## src/rtl/q16au_pkg.sv

```systemverilog
// ----------------------------------------------------------------------------
// q16au_pkg
// Shared types and constants of the Q16.16 arithmetic unit.
// ----------------------------------------------------------------------------
package q16au_pkg;

    localparam int unsigned FRAC_BITS_DEF = 16;
    localparam int unsigned DATA_W        = 32;
    localparam int unsigned MANT_BITS     = 23;
    localparam int unsigned EXP_BIAS      = 127;

    typedef enum logic [1:0] {
        CMD_MUL  = 2'd0,
        CMD_DIV  = 2'd1,
        CMD_ABS  = 2'd2,
        CMD_F2FX = 2'd3
    } cmd_t;

    // One pipeline slot: divider state plus the early result of other commands
    typedef struct packed {
        logic        valid;
        logic        is_div;
        logic        neg;
        logic        err;
        logic [31:0] res;
        logic [31:0] rem;
        logic [31:0] divisor;
        logic [31:0] low;
        logic [31:0] quot;
    } stage_t;

endpackage

```

## src/rtl/q16au_div_stage.sv

```systemverilog
// ----------------------------------------------------------------------------
// q16au_div_stage
// One restoring division step: one quotient bit per stage.
// ----------------------------------------------------------------------------
module q16au_div_stage (
    input  logic              aclk,
    input  logic              aresetn,
    input  logic              en,
    input  q16au_pkg::stage_t stage_in,
    output q16au_pkg::stage_t stage_out
);
    import q16au_pkg::*;

    stage_t      st_reg;
    stage_t      st_next;
    logic [32:0] trial;
    logic        fits;

    always_comb begin
        st_next  = stage_in;
        trial    = {stage_in.rem, stage_in.low[31]};
        fits     = trial >= {1'b0, stage_in.divisor};
        st_next.rem  = fits ? 32'(trial - {1'b0, stage_in.divisor}) : trial[31:0];
        st_next.low  = {stage_in.low[30:0], 1'b0};
        st_next.quot = {stage_in.quot[30:0], fits};
    end

    always_ff @(posedge aclk) begin
        if (!aresetn) begin
            st_reg.valid <= 1'b0;
        end else if (en) begin
            st_reg <= st_next;
        end
    end

    assign stage_out = st_reg;

endmodule

```

## config.mk

```make
export PLATFORM = sky130hd
export DESIGN_NAME = q16au_div_stage
export DESIGN_NICKNAME = d
export VERILOG_FILES = /design/src/rtl/q16au_pkg.sv /design/src/rtl/q16au_div_stage.sv
export SDC_FILE = /design/constraint.sdc
export NUM_CORES = 1
export LEC_CHECK = 0
export ABC_CLOCK_PERIOD_IN_PS = 4700
export BUFFER_PORTS_ARGS = -buffer_cell sky130_fd_sc_hd__buf_2
export CORE_ASPECT_RATIO = 1.1
export CORE_MARGIN = 4
export CORE_UTILIZATION = 44
export CTS_BUF_LIST = sky130_fd_sc_hd__clkbuf_4 sky130_fd_sc_hd__clkbuf_8
export DETAILED_ROUTE_END_ITERATION = 10
export PLACE_DENSITY = 0.78
export RECOVER_POWER = 50
export SETUP_SLACK_MARGIN = 0.3
export SYNTH_ARGS = -nofsm -noshare
export SYNTH_HDL_FRONTEND = slang
export SYNTH_SLANG_ARGS = --single-unit
export TNS_END_PERCENT = 50
```

## constraint.sdc

```tcl
create_clock -name aclk -period 4.7 [get_ports aclk]
set_clock_uncertainty 0.1 [all_clocks]
set_input_delay 0.705 -clock aclk [delete_from_list [all_inputs] [get_ports aclk]]
set_output_delay 0.705 -clock aclk [all_outputs]
set_load 0.02 [all_outputs]
```

## Yosys cells after proc, flatten, opt, wreduce, memory -nomap -nowiden

Cells that the tools add are included.

| word-level totals | value |
|---|---|
| flip-flop bits (word level) | 163 |
| word-level logic and storage cells | 13 |

| operators by class | value |
|---|---|
| add/sub/neg operators | 1 |
| order comparisons | 1 |
| multiplexer cells | 1 |
| reductions and logical operators | 1 |

Operators by type and width:

| cell | count |
|---|---|
| $ge A33 B32 Y1 | 1 |
| $mux W32 | 1 |
| $sub A32 B32 Y32 | 1 |
| $reduce_and A2 Y1 | 1 |

## Logic depth before layout (Yosys ltp)

| logic depth | value |
|---|---|
| depth in word-level cells | 2 |
| depth in mapped cells | 13 |

## Worst setup path before layout

OpenSTA, ideal clock, no wires.

| path | value |
|---|---|
| path kind | in2reg |
| from | input port en |
| to | register st_reg (netlist bit stage_out[0]), enable pin |
| setup time | 541 ps |
| arrival time | 4396 ps |
| data required time | 4059 ps |
| slack | -336 ps |
| stages | 1 |
| buffers on the path | 0 |
| cells stage by stage | and2_1 |

| on the way | value |
|---|---|
| longest elaborated chain between the ends | 1 |

RTL lines:

| element | line | RTL |
|---|---|---|
| from (decl) | q16au_div_stage.sv:8 | `input logic en,` |
| $reduce_and A2 Y1 (no source line) | -- |  |
| to (signal assigned) | q16au_div_stage.sv:32 | `st_reg <= st_next;` |
| to (decl) | q16au_div_stage.sv:14 | `stage_t st_reg;` |

No other way between the ends.
A chain may end at the register's enable or synchronous reset.

==> metrics.md <==
| Metric | Value |
|---|---|
| Status | `finished with violations` |
| Violated checks | `max-capacitance violations, max-slew violations` |
| Routed Antenna Nets | `0` |
| Vias per cell | `5.09` |
| Worst EP arrival | `approximately 3900 ps` |
| Critical Path Fanout Max | `4` |
| Asr flop ratio synth | `0%` |
| Vias in the first global route | `around 5200` |
| R2R Path End | `stage_out[163]` |
| Max Cap Violations | `1` |
| Die Footprint | `about 18000 um^2` |
| Htree depth | `4` |
| Largest net degree at the start of global routing | `just over 60` |
| Row count | `48` |
| Syn Area/Cell | `between 10 and 15 um^2` |
| Clock transition at path regs | `roughly 100 ps` |
| RSZ-0062 raised after global routing | `no` |
| R2R setup slack | `around 4000 ps` |
| Total iterations of the first detailed-routing run | `5` |
| Setup TNS | `0 ps` |
| Global route total overflow | `0` |
| Distinct cells, synth | `49` |
| Post-synth EDFFs | `between 150 and 200` |
| Synth Instances | `~500` |
| Total power | `between 3 and 4 mW` |
| CORE AREA | `~16000 um^2` |
| Mapped cell area | `7130 um^2` |
| Syn_nets | `between 700 and 800` |
| Setup CP Type | `in2reg` |
| Net switching power | `1.04 mW` |
| Buffer depth of the longest clock path | `2` |
| Initial antenna violation count | `3` |
| Final setup violation count | `0` |
| Die Ht | `around 140 um` |
| Post_cts resized | `0` |
| GRT Total Usage | `approximately 22%` |
| Internal | `approximately 2.4 mW` |
| Drt drc | `0` |
| CTS sink cnt | `between 150 and 200` |
| DR iter-0 viols | `280` |
| Maximum vdd ir drop | `178 uV` |
| Post-CTS setup buffer count | `0` |
| Leak | `roughly 4 nW` |
| CP Capture Type | `flip-flop` |
| Layout cells sized above 1 | `34.3%` |
| Register area share after synthesis | `roughly two thirds` |
| Worst-Skew Late Latency | `approximately 460 ps` |
| PD cells | `between 300 and 400 nW/um^2` |
| Clock group share of total power | `between 20% and 30%` |
| CTS buffer count | `17` |
| Nets | `between 1000 and 1500` |
| DR vias | `roughly 5400` |
| Sw Share | `a little under a third` |
| Slew of the pin with the lowest slew margin | `roughly 2600 ps` |
| Yosys warns | `0` |
| Initial Utilization | `roughly 45%` |
| #FFs+latches synth | `between 150 and 200` |
| Max Fclk | `267 MHz` |
| Area grow syn2layout | `30.3%` |
| Final min period | `3750 ps` |
| Slew margin rel. | `-71.9%` |
| Final period util | `about four fifths` |
| Flop pwr share | `around half` |
| CTS root buf | `clkbuf_8` |
| Hold Path Sink | `stage_out[135]` |
| Fin. max-slew vios | `a little over 60` |
| Routed len/inst | `20.0 um` |
| Worst hold stages | `1` |
| CTS tree | `done` |
| Startpoint class of the critical path | `input pin` |
| Critical path required time | `~4800 ps` |
| Reg-to-reg critical path startpoint | `stage_out[163]` |
| Hold-fix buffers, CTS | `0` |
| Final RePlAce weighted congestion | `roughly 0.86` |
| Post-Route WL | `~21000 um` |
| Logic pwr share | `between 10% and 20%` |
| Largest register FFs | `approximately 160` |
| Hold Path Class | `in2reg` |
| Ys flop type | `edfxtp_1` |
| I/O Buffers | `328` |
| HPWL Detailed | `16900 um` |
| First-pass GRT wire length | `approximately 30000 um` |
| Hold_sp | `stage_in[135]` |
| Worst reg-to-reg path cell count | `2` |
| I/O pin count | `about 330` |
| Chip width | `129 um` |
| Final count of hold timing violations | `0` |
power groups by stage:
stage	sequential [mW]	combinational, mW	clock (mW)
2_1_floorplan	1.94	0.287	0
3_3_place_gp	1.78	0.684	0
3_5_place_dp	1.79	0.695	0
4_1_cts	1.76	0.701	1.05
5_1_grt	1.77	0.741	1.12
6_report	1.76	0.684	1.02
placed cells by master (no fill, tap or decap), drive strengths merged, types with 2 or more instances in the layout:
cell      instances
a211o             2
o41ai             2
o21ai            17
o21bai            3
ha               32
a21oi            54
a211oi            4
o21a              6
o211ai            4
xor2             11
inv              46
clkinvlp          2
nor2b             3
xnor2            16
o22ai             2
and2              2
clkbuf           98
a21o             12
diode             4
clkinv            4
nand4             7
and4              2
buf             252
nand2            27
mux2             10
edfxtp          162
o31ai             2
nor4              4
mux2i             3
a2bb2oi           2
nor3              2
a31oi             5
nor2             36
nand3             8
nand2b            4
how the worst max path moves through the flow:
stage	startpoint	slack, ps	end
4_1_cts	stage_in[63]	1030	stage_out[126]
3_5_place_dp	stage_in[63]	560	stage_out[126]
5_1_grt	stage_in[63]	800	stage_out[126]
2_1_floorplan	stage_in[71]	1120	stage_out[109]
3_3_place_gp	stage_in[63]	630	stage_out[126]
6_report	stage_in[63]	950	stage_out[126]
worst max-delay path, cell delays in order:
cell	delay (ps)
buf_2	90
inv_1	40
ha_1	220
fa_1	410
nand2b_1	190
a21oi_1	160
o21ai_0	220
o311a_1	400
a31oi_1	350
a21oi_1	240
o41ai_1	410
xor2_1	120
mux2_1	310
cell families after synthesis:
family	share of synthesized area, %
adder cells (fa/ha/maj)	5.90
buffers and inverters	3.32
multiplexers	2.00
flip-flops	68.6
other	0.0526
XOR/XNOR	3.32
AO/OA/AOI/OAI	10.3
AND/OR/NAND/NOR	6.53
synthesized netlist by cell type, drive strengths merged, types with 2 or more instances:
library cell  instances  area share, %
o41ai                 2           0.25
o211ai                4           0.42
edfxtp              162             68
a2bb2oi               2           0.25
nor4                  4           0.35
o21ai                17            1.2
clkbuf                6           0.33
nand2b                4           0.35
a21o                 12            1.3
a31oi                 5           0.44
a211o                 2           0.25
nor3                  2           0.14
o21a                  6           0.63
xnor2                16            2.0
nand2                27            1.4
nor2b                 3           0.26
a211oi                4           0.49
xor2                 11            1.4
and2                  2           0.18
nor2                 36            1.9
a21oi                54            3.8
nand3                 8           0.56
inv                  38            2.0
buf                  12           0.98
and4                  2           0.25
mux2                 10            1.6
o31ai                 2           0.40
mux2i                 3           0.42
ha                   32            5.6
o22ai                 2           0.18
nand4                 7           0.61
o21bai                3           0.32
final cells by class:
type                            instances  area (um^2)
Multi-Input combinational cell        292         2000
Tap cell                              200          250
Clock inverter                         15          165
Sequential cell                       163         4880
Fill cell                            1340         6510
Timing Repair Buffer                  333         1590
Inverter                               38          143
Clock buffer                           17          234
Antenna cell                            4         10.0
metrics by stage:
| step | hold slack (ps) | worst slack [ps] | util (%) | std cells | cell area (um^2) |
|---|---|---|---|---|---|
| 2_1_floorplan | 489 | 1120 | - | 511 | 7130 |
| 3_3_place_gp | 394 | 625 | 56.8 | 1026 | 8980 |
| 3_5_place_dp | 441 | 562 | 56.8 | 1026 | 8980 |
| 4_1_cts | 283 | 1030 | 59.4 | 1058 | 9380 |
| 5_1_grt | 280 | 797 | 58.7 | 1058 | 9270 |
| 6_report | 310 | 949 | 58.8 | 1062 | 9280 |
metal layers:
| layer | up-vias | GRT usage [%] | routed length, um |
|---|---|---|---|
| met5 | - | 0 | 23 |
| met4 | 4 | 7.46 | 496 |
| met3 | 36 | 9.26 | 2630 |
| met2 | 252 | 37.5 | 10500 |
| met1 | 2534 | 25.6 | 7510 |
| li1 | 2581 | - | - |
(Power assumes the default switching activity.)
