**src/rtl/q16au_pkg.sv**
```systemverilog
// ----------------------------------------------------------------------------
// q16au_pkg
// Shared types and constants of the Q16.16 arithmetic unit.
// ----------------------------------------------------------------------------
package q16au_pkg;

    localparam int unsigned FRAC_BITS_DEF = 16;
    localparam int unsigned DATA_W        = 32;
    localparam int unsigned MANT_BITS     = 23;
    localparam int unsigned EXP_BIAS      = 127;

    typedef enum logic [1:0] {
        CMD_MUL  = 2'd0,
        CMD_DIV  = 2'd1,
        CMD_ABS  = 2'd2,
        CMD_F2FX = 2'd3
    } cmd_t;

    // One pipeline slot: divider state plus the early result of other commands
    typedef struct packed {
        logic        valid;
        logic        is_div;
        logic        neg;
        logic        err;
        logic [31:0] res;
        logic [31:0] rem;
        logic [31:0] divisor;
        logic [31:0] low;
        logic [31:0] quot;
    } stage_t;

endpackage

```
**src/rtl/q16au_prep.sv**
```systemverilog
// ----------------------------------------------------------------------------
// q16au_prep
// First stage: multiply, abs, float conversion and divider set-up.
// ----------------------------------------------------------------------------
module q16au_prep #(
    parameter int unsigned FRAC_BITS = q16au_pkg::FRAC_BITS_DEF
) (
    input  logic                 aclk,
    input  logic                 aresetn,
    input  logic                 en,
    input  logic                 in_valid,
    input  q16au_pkg::cmd_t      cmd,
    input  logic signed [31:0]   operand_a,
    input  logic signed [31:0]   operand_b,
    output q16au_pkg::stage_t    stage_out
);
    import q16au_pkg::*;

    localparam int unsigned MSHIFT = MANT_BITS - FRAC_BITS;

    stage_t             st_reg;
    stage_t             st_next;
    logic signed [63:0] prod;
    logic        [31:0] mag_a;
    logic        [31:0] mag_b;
    logic        [31:0] hi;
    logic signed [9:0]  dexp;
    logic        [9:0]  ndexp;
    logic        [23:0] mant;
    logic        [31:0] fx;

    always_comb begin
        prod  = 64'(operand_a) * 64'(operand_b);
        mag_a = operand_a[31] ? 32'(-operand_a) : 32'(operand_a);
        mag_b = operand_b[31] ? 32'(-operand_b) : 32'(operand_b);
        hi    = mag_a >> (DATA_W - FRAC_BITS);

        mant  = {1'b1, operand_a[22:0]};
        dexp  = $signed({2'b00, operand_a[30:23]}) - 10'(EXP_BIAS) - 10'(MSHIFT);
        ndexp = 10'(-dexp);
        if (dexp > 0) begin
            fx = (dexp >= 10'sd32) ? 32'd0 : ({8'd0, mant} << dexp[4:0]);
        end else if (dexp < 0) begin
            fx = (ndexp >= 10'd32) ? 32'd0 : ({8'd0, mant} >> ndexp[4:0]);
        end else begin
            fx = {8'd0, mant};
        end
        if (operand_a[31]) begin
            fx = 32'd0 - fx;
        end

        st_next.valid   = in_valid;
        st_next.is_div  = (cmd == CMD_DIV);
        st_next.neg     = operand_a[31] ^ operand_b[31];
        // quotient of 2^32 or more, or a zero divisor
        st_next.err     = (cmd == CMD_DIV) && ((mag_b == 32'd0) || (hi >= mag_b));
        st_next.rem     = hi;
        st_next.divisor = mag_b;
        st_next.low     = {mag_a[DATA_W-FRAC_BITS-1:0], FRAC_BITS'(0)};
        st_next.quot    = 32'd0;
        case (cmd)
            CMD_MUL: st_next.res = prod[FRAC_BITS+31:FRAC_BITS];
            CMD_ABS: st_next.res = mag_a & 32'h7fff_ffff;
            CMD_F2FX: st_next.res = fx;
            default: st_next.res = 32'd0;
        endcase
    end

    always_ff @(posedge aclk) begin
        if (!aresetn) begin
            st_reg.valid <= 1'b0;
        end else if (en) begin
            st_reg <= st_next;
        end
    end

    assign stage_out = st_reg;

endmodule

```
**config.mk**
```make
export PLATFORM = sky130hd
export DESIGN_NAME = q16au_prep
export DESIGN_NICKNAME = d
export VERILOG_FILES = /design/src/rtl/q16au_pkg.sv /design/src/rtl/q16au_prep.sv
export SDC_FILE = /design/constraint.sdc
export NUM_CORES = 2
export LEC_CHECK = 0
export BUFFER_PORTS_ARGS = -buffer_cell sky130_fd_sc_hd__buf_2
export CAP_MARGIN = 20
export CORE_ASPECT_RATIO = 1.5
export CORE_UTILIZATION = 50
export DETAILED_ROUTE_END_ITERATION = 12
export PLACE_DENSITY = 0.68
export SLEW_MARGIN = 20
export SYNTH_ARGS = -nofsm -noshare
export SYNTH_HDL_FRONTEND = slang
export SYNTH_SLANG_ARGS = --single-unit
```
**constraint.sdc**
```tcl
create_clock -name aclk -period 16.26 [get_ports aclk]
set_input_delay 3.252 -clock aclk [delete_from_list [all_inputs] [get_ports aclk]]
set_output_delay 3.252 -clock aclk [all_outputs]
set_load 0.05 [all_outputs]
```
Yosys cells after proc, flatten, opt, wreduce, memory -nomap -nowiden
Cells that the tools add are included.

Input port bits: 70. Logic and storage cells: 39. Memories kept: 0. ROM bits: 0. Register bits: 100. Latch bits: 0. Memory bits (writable): 0.

Divide/modulo/power cells: 0. Eq/ne operators: 3. Add/sub/neg operators: 6. Order comparisons: 5. Shifts and indexed selects: 2. Bitwise logic cells: 1. Mux-type cells: 8. Reductions and logical operators: 5. Multiply operators: 1.

Operators by type and width (count): $mux 32 (7); $pmux 32 s3 (1); $neg 32->32 (2); $mul 32x32->48 (1); $ge 16x32->1 (1); $logic_not 32->1 (1); $shl 24x5->32 (1); $shr 24x5->32 (1); $sub 1x32->32 const A (1); $ge 10x6->1 const B (1); $ge 10x7->1 const B (1); $gt 10x1->1 const B (1); $lt 10x1->1 const B (1); $neg 10->10 (1); $sub 9x4->10 const B (1); $sub 8x7->9 const B (1); $eq 2x2->1 const B (2); $eq 2x1->1 const B (1); $logic_not 2->1 (1); $reduce_and 2->1 (1); $logic_and 1x1->1 (1); $logic_or 1x1->1 (1); $xor 1x1->1 (1).

Logic depth before layout (Yosys ltp)
Word-level depth: 10. Depth in mapped cells: 34. Mapped depth without buffers: 30.

Least setup slack after synthesis
No wires, ideal clock.

Kind: input to register. Start: input port operand_a[23]. End: register st_reg (netlist bit stage_out[159]), data pin. Stages: 33. Data required time: 15.990 ns. Library setup time: 0.270 ns. Setup slack: 4.623 ns. Buffers on the path: 6. Data arrival time: 11.366 ns. Cell sequence: buf_2 > buf_2 > buf_2 > buf_2 > clkbuf_1 > clkbuf_1 > and2_1 > fa_1 > fa_1 > inv_1 > fa_1 > fa_1 > inv_1 > fa_1 > fa_1 > fa_1 > inv_1 > fa_1 > inv_1 > ha_1 > nand4_1 > nor2_1 > a221oi_1 > o21ai_0 > a31oi_1 > o21ai_0 > a221oi_1 > nor2b_1 > o21a_1 > o41a_1 > a21o_1 > xnor2_1 > o22ai_1.

RTL lines: from (decl) (RTL line q16au_prep.sv:13) `input logic signed [31:0] operand_a,`; to (signal assigned) (RTL line q16au_prep.sv:73) `st_reg <= st_next;`; to (decl) (RTL line q16au_prep.sv:21) `stage_t st_reg;`.

==> run_results.csv <==
group,metric,value,unit
final_layout,seq_area,2993,um2
detailed_routing,dr.pass1.iters,6,
flow_run,drv_cap,0,
clock_tree,numCtsBuffers,9,
worst_hold_path,hp-class,"reg -> reg",
floorplanning,rows,125,
clock_tree,clock-sinks,100,
setup_path,critical_path.top_delay_family,"adder cells",
final_layout,drive_above_1_share,7.782,%
setup_path,cp-start-kind,"primary input",
clock_tree,cts_hold_buffers,0,
setup_path,endpoint_kind,"register",
clock_tree,ctsResizeCount,0,
final_layout,n_fill_cell,7269,
timing,fin_skew,0,ps
setup_path,r2r_setup_slack,15670,ps
final_layout,multi_input_area,31780,um2
detailed_routing,vias,31471,
synthesis,synth_cells,4335,
setup_path,reg2reg_to,"stage_out[163]",
placed_design,portBuffers,169,
timing,tightest_slew,1209,ps
run_status,outcome,"finished, final reports clean",
detailed_routing,routed_wirelength,132500,um
timing,min_period,12030,ps
global_routing,grt_usage,34.27,%
synthesis,ys_seq_area_share,7.629,%
clock_tree,cts_setup_buffers,0,
setup_path,crit_path_end,"stage_out[159]",
timing,rsz0062_at_grt,"no",
clock_tree,worstSkewPairLatency,380,ps
setup_path,crit_top_cell,"fa_1",
floorplanning,design.core.area,77570,um2
timing,period_share,73.96,%
setup_path,rr_startpoint,"stage_out[163]",
setup_path,max_stage_delay,700,ps
setup_path,cp-startpoint,"operand_a[23]",
synthesis,ys_types,106,
setup_path,crit_slowest_cell,"buf_4",
setup_path,cp.arrival,12120,ps
clock_tree,path_clk_slew,90,ps
detailed_routing,wl_per_cell,25.01,um
synthesis,synth_ff_type,"edfxtp_1",
synthesis,ys_seq_elements,100,
global_routing,grt_max_degree,73,
detailed_routing,vias_per_cell,5.942,
setup_path,crit_fanout,55,
synthesis,yosysWarningCount,0,
global_routing,grt_pass1_vias,34057,
clock_tree,cts_tree,"yes",
detailed_routing,drc,0,
clock_tree,cts_buffer_depth,2,
timing,slew_headroom,19.31,%
final_layout,fin_nets,5371,
final_layout,areaGrowthSynthToFinish,3.732,%
synthesis,synth-edff-count,99,
detailed_routing,ant_nets,0,
placed_design,gp_congestion,1.026,
floorplanning,dieArea,79610,um2
global_routing,overflow,0,
placed_design,post-dp-hpwl,97280,um
timing,setup-tns-final,0,ps
floorplanning,start_util,50.57,%
global_routing,antenna_found_initial,4,
floorplanning,ios,234,
setup_path,cp.required,16360,ps
detailed_routing,drt_iter0_markers,2607,
clock_tree,cts-root-buf,"clkbuf_16",
final_layout,largest_reg_flops,100,
timing,slew_violations,0,
synthesis,ys_async_sr_fraction,0,%
synthesis,synth.avg_cell_area,9.049,um2
global_routing,grt_pass1_wl,203700,um
timing,setup_viol,0,
synthesis,syn_area,39230,um2
setup_path,r2r_cells,2,
setup_path,path_buf_inv,5,
setup_path,crit_type,"in -> reg",
clock_tree,cts_htree_levels,3,
timing,fmax,83.15,MHz
floorplanning,chipWidth,230.7,um
setup_path,cp.depth,28,
floorplanning,fp.dieH,345.1,um
timing,hold_violations,0,
## worst min path at each step
stage / startpoint / cells after the start / slack, ps / end
after floorplan: stage_out[163] / 2 / 740 / stage_out[163]
after global placement: stage_out[163] / 2 / 520 / stage_out[163]
after detailed placement: stage_out[163] / 2 / 520 / stage_out[163]
after CTS: stage_out[163] / 2 / 530 / stage_out[163]
after global routing: stage_out[163] / 2 / 550 / stage_out[163]
final: stage_out[163] / 2 / 530 / stage_out[163]
## cells in the final DEF (no fill, tap or decap), types with 10 or more instances in the layout
| cell type | n |
|---|---|
| a211oi_1 | 15 |
| a21o_1 | 40 |
| a21oi_1 | 59 |
| a31oi_1 | 18 |
| and2_1 | 420 |
| and3_1 | 10 |
| buf_2 | 169 |
| buf_4 | 63 |
| conb_1 | 64 |
| edfxtp_1 | 99 |
| fa_1 | 838 |
| ha_1 | 187 |
| inv_1 | 804 |
| mux2_2 | 24 |
| mux2i_1 | 73 |
| mux4_2 | 10 |
| nand2_1 | 592 |
| nand2b_1 | 17 |
| nand3_1 | 31 |
| nand4_1 | 21 |
| nor2_1 | 112 |
| nor2b_1 | 21 |
| nor3_1 | 31 |
| nor4_1 | 11 |
| o211ai_1 | 16 |
| o21ai_0 | 106 |
| o22ai_1 | 19 |
| o31ai_1 | 24 |
| or2_2 | 10 |
| or3_1 | 20 |
| or4_1 | 13 |
| xnor2_1 | 115 |
| xor2_1 | 38 |
## routing by layer
| layer | GRT usage [%] | vias to the layer above | share of wire [%] |
|---|---|---|---|
| li1 | - | 13047 | - |
| met2 | 58.91 | 1726 | 50 |
| met5 | 0.3676 | - | 0.041 |
| met1 | 39.09 | 16145 | 34 |
| met4 | 22.29 | 4 | 7.6 |
| met3 | 5.812 | 549 | 8.3 |
## cell usage after synthesis (5+ instances only)
cell / number / area [um2]
xor2_1: 38 / 332.8
and2_1: 421 / 2634
nor4_1: 11 / 68.82
nand2b_1: 17 / 106.4
a21oi_1: 59 / 295.3
mux4_2: 10 / 225.2
a21o_1: 40 / 300.3
nor3_1: 31 / 155.2
fa_1: 838 / 16780
mux2_2: 24 / 270.3
edfxtp_1: 99 / 2973
o32a_1: 5 / 50.05
a311oi_1: 7 / 61.31
o31ai_1: 24 / 180.2
o22ai_1: 19 / 118.9
a211oi_1: 15 / 112.6
ha_1: 188 / 2352
nor2b_1: 21 / 131.4
buf_4: 67 / 503.0
o21bai_1: 5 / 37.54
a41oi_1: 7 / 61.31
or2_2: 10 / 62.56
nor2_1: 113 / 424.2
and3_1: 10 / 62.56
nand4_1: 21 / 131.4
buf_2: 21 / 105.1
or4_1: 13 / 97.59
nand3_1: 31 / 155.2
mux2i_1: 73 / 730.7
a221oi_1: 6 / 52.55
a32oi_1: 6 / 52.55
nand2_1: 592 / 2222
a31oi_1: 18 / 112.6
o41ai_1: 9 / 78.83
o211ai_1: 16 / 120.1
buf_6: 5 / 56.30
or3_1: 20 / 125.1
inv_1: 804 / 3018
xnor2_1: 116 / 1016
clkbuf_1: 251 / 942.2
o21ai_0: 106 / 530.5
o21a_1: 9 / 67.56
o31a_1: 8 / 70.07
buf_1: 22 / 82.58
## metrics by stage
| stage | hold WS (ps) | cells | setup slack [ps] | utilization (%) | area (um2) |
|---|---|---|---|---|---|
| CTS | 531.6 | 5295 | 4362 | 52.45 | 40690 |
| detailed placement | 516.1 | 5280 | 3920 | 52.05 | 40380 |
| global placement | 518.0 | 5280 | 4060 | 52.05 | 40380 |
| finish | 525.4 | 5296 | 4234 | 52.46 | 40690 |
| floorplan | 742.9 | 4398 | 4624 | - | 39470 |
| global route | 549.4 | 5295 | 3914 | 52.45 | 40690 |
## layout make-up
cell class	instances	area share, %
inverter	805	7.426
clock inverter	6	0.2060
timing repair buffer	232	3.241
antenna	1	0.006149
clock buffer	9	0.5535
multi-input combinational	3127	78.09
sequential	100	7.355
tap	1016	3.124
## cell families after synthesis
| family | count (synthesis) | synth area share, % |
|---|---|---|
| fa+ha+maj | 1026 | 48.76 |
| other cells | 1 | 0.009559 |
| flops | 100 | 7.629 |
| compound gates | 429 | 7.623 |
| mux | 108 | 3.154 |
| xor+xnor | 158 | 3.706 |
| simple gates | 1342 | 17.11 |
| buf+inv | 1171 | 12.01 |
## worst min-delay path: stages (launching register included)
cell	delay (ps)
dfxtp_1	310
mux2i_1	110
nor2b_1	60
Power is not shown: default switching activity piles up to over one toggle a cycle in this logic, so the estimate is an artifact.
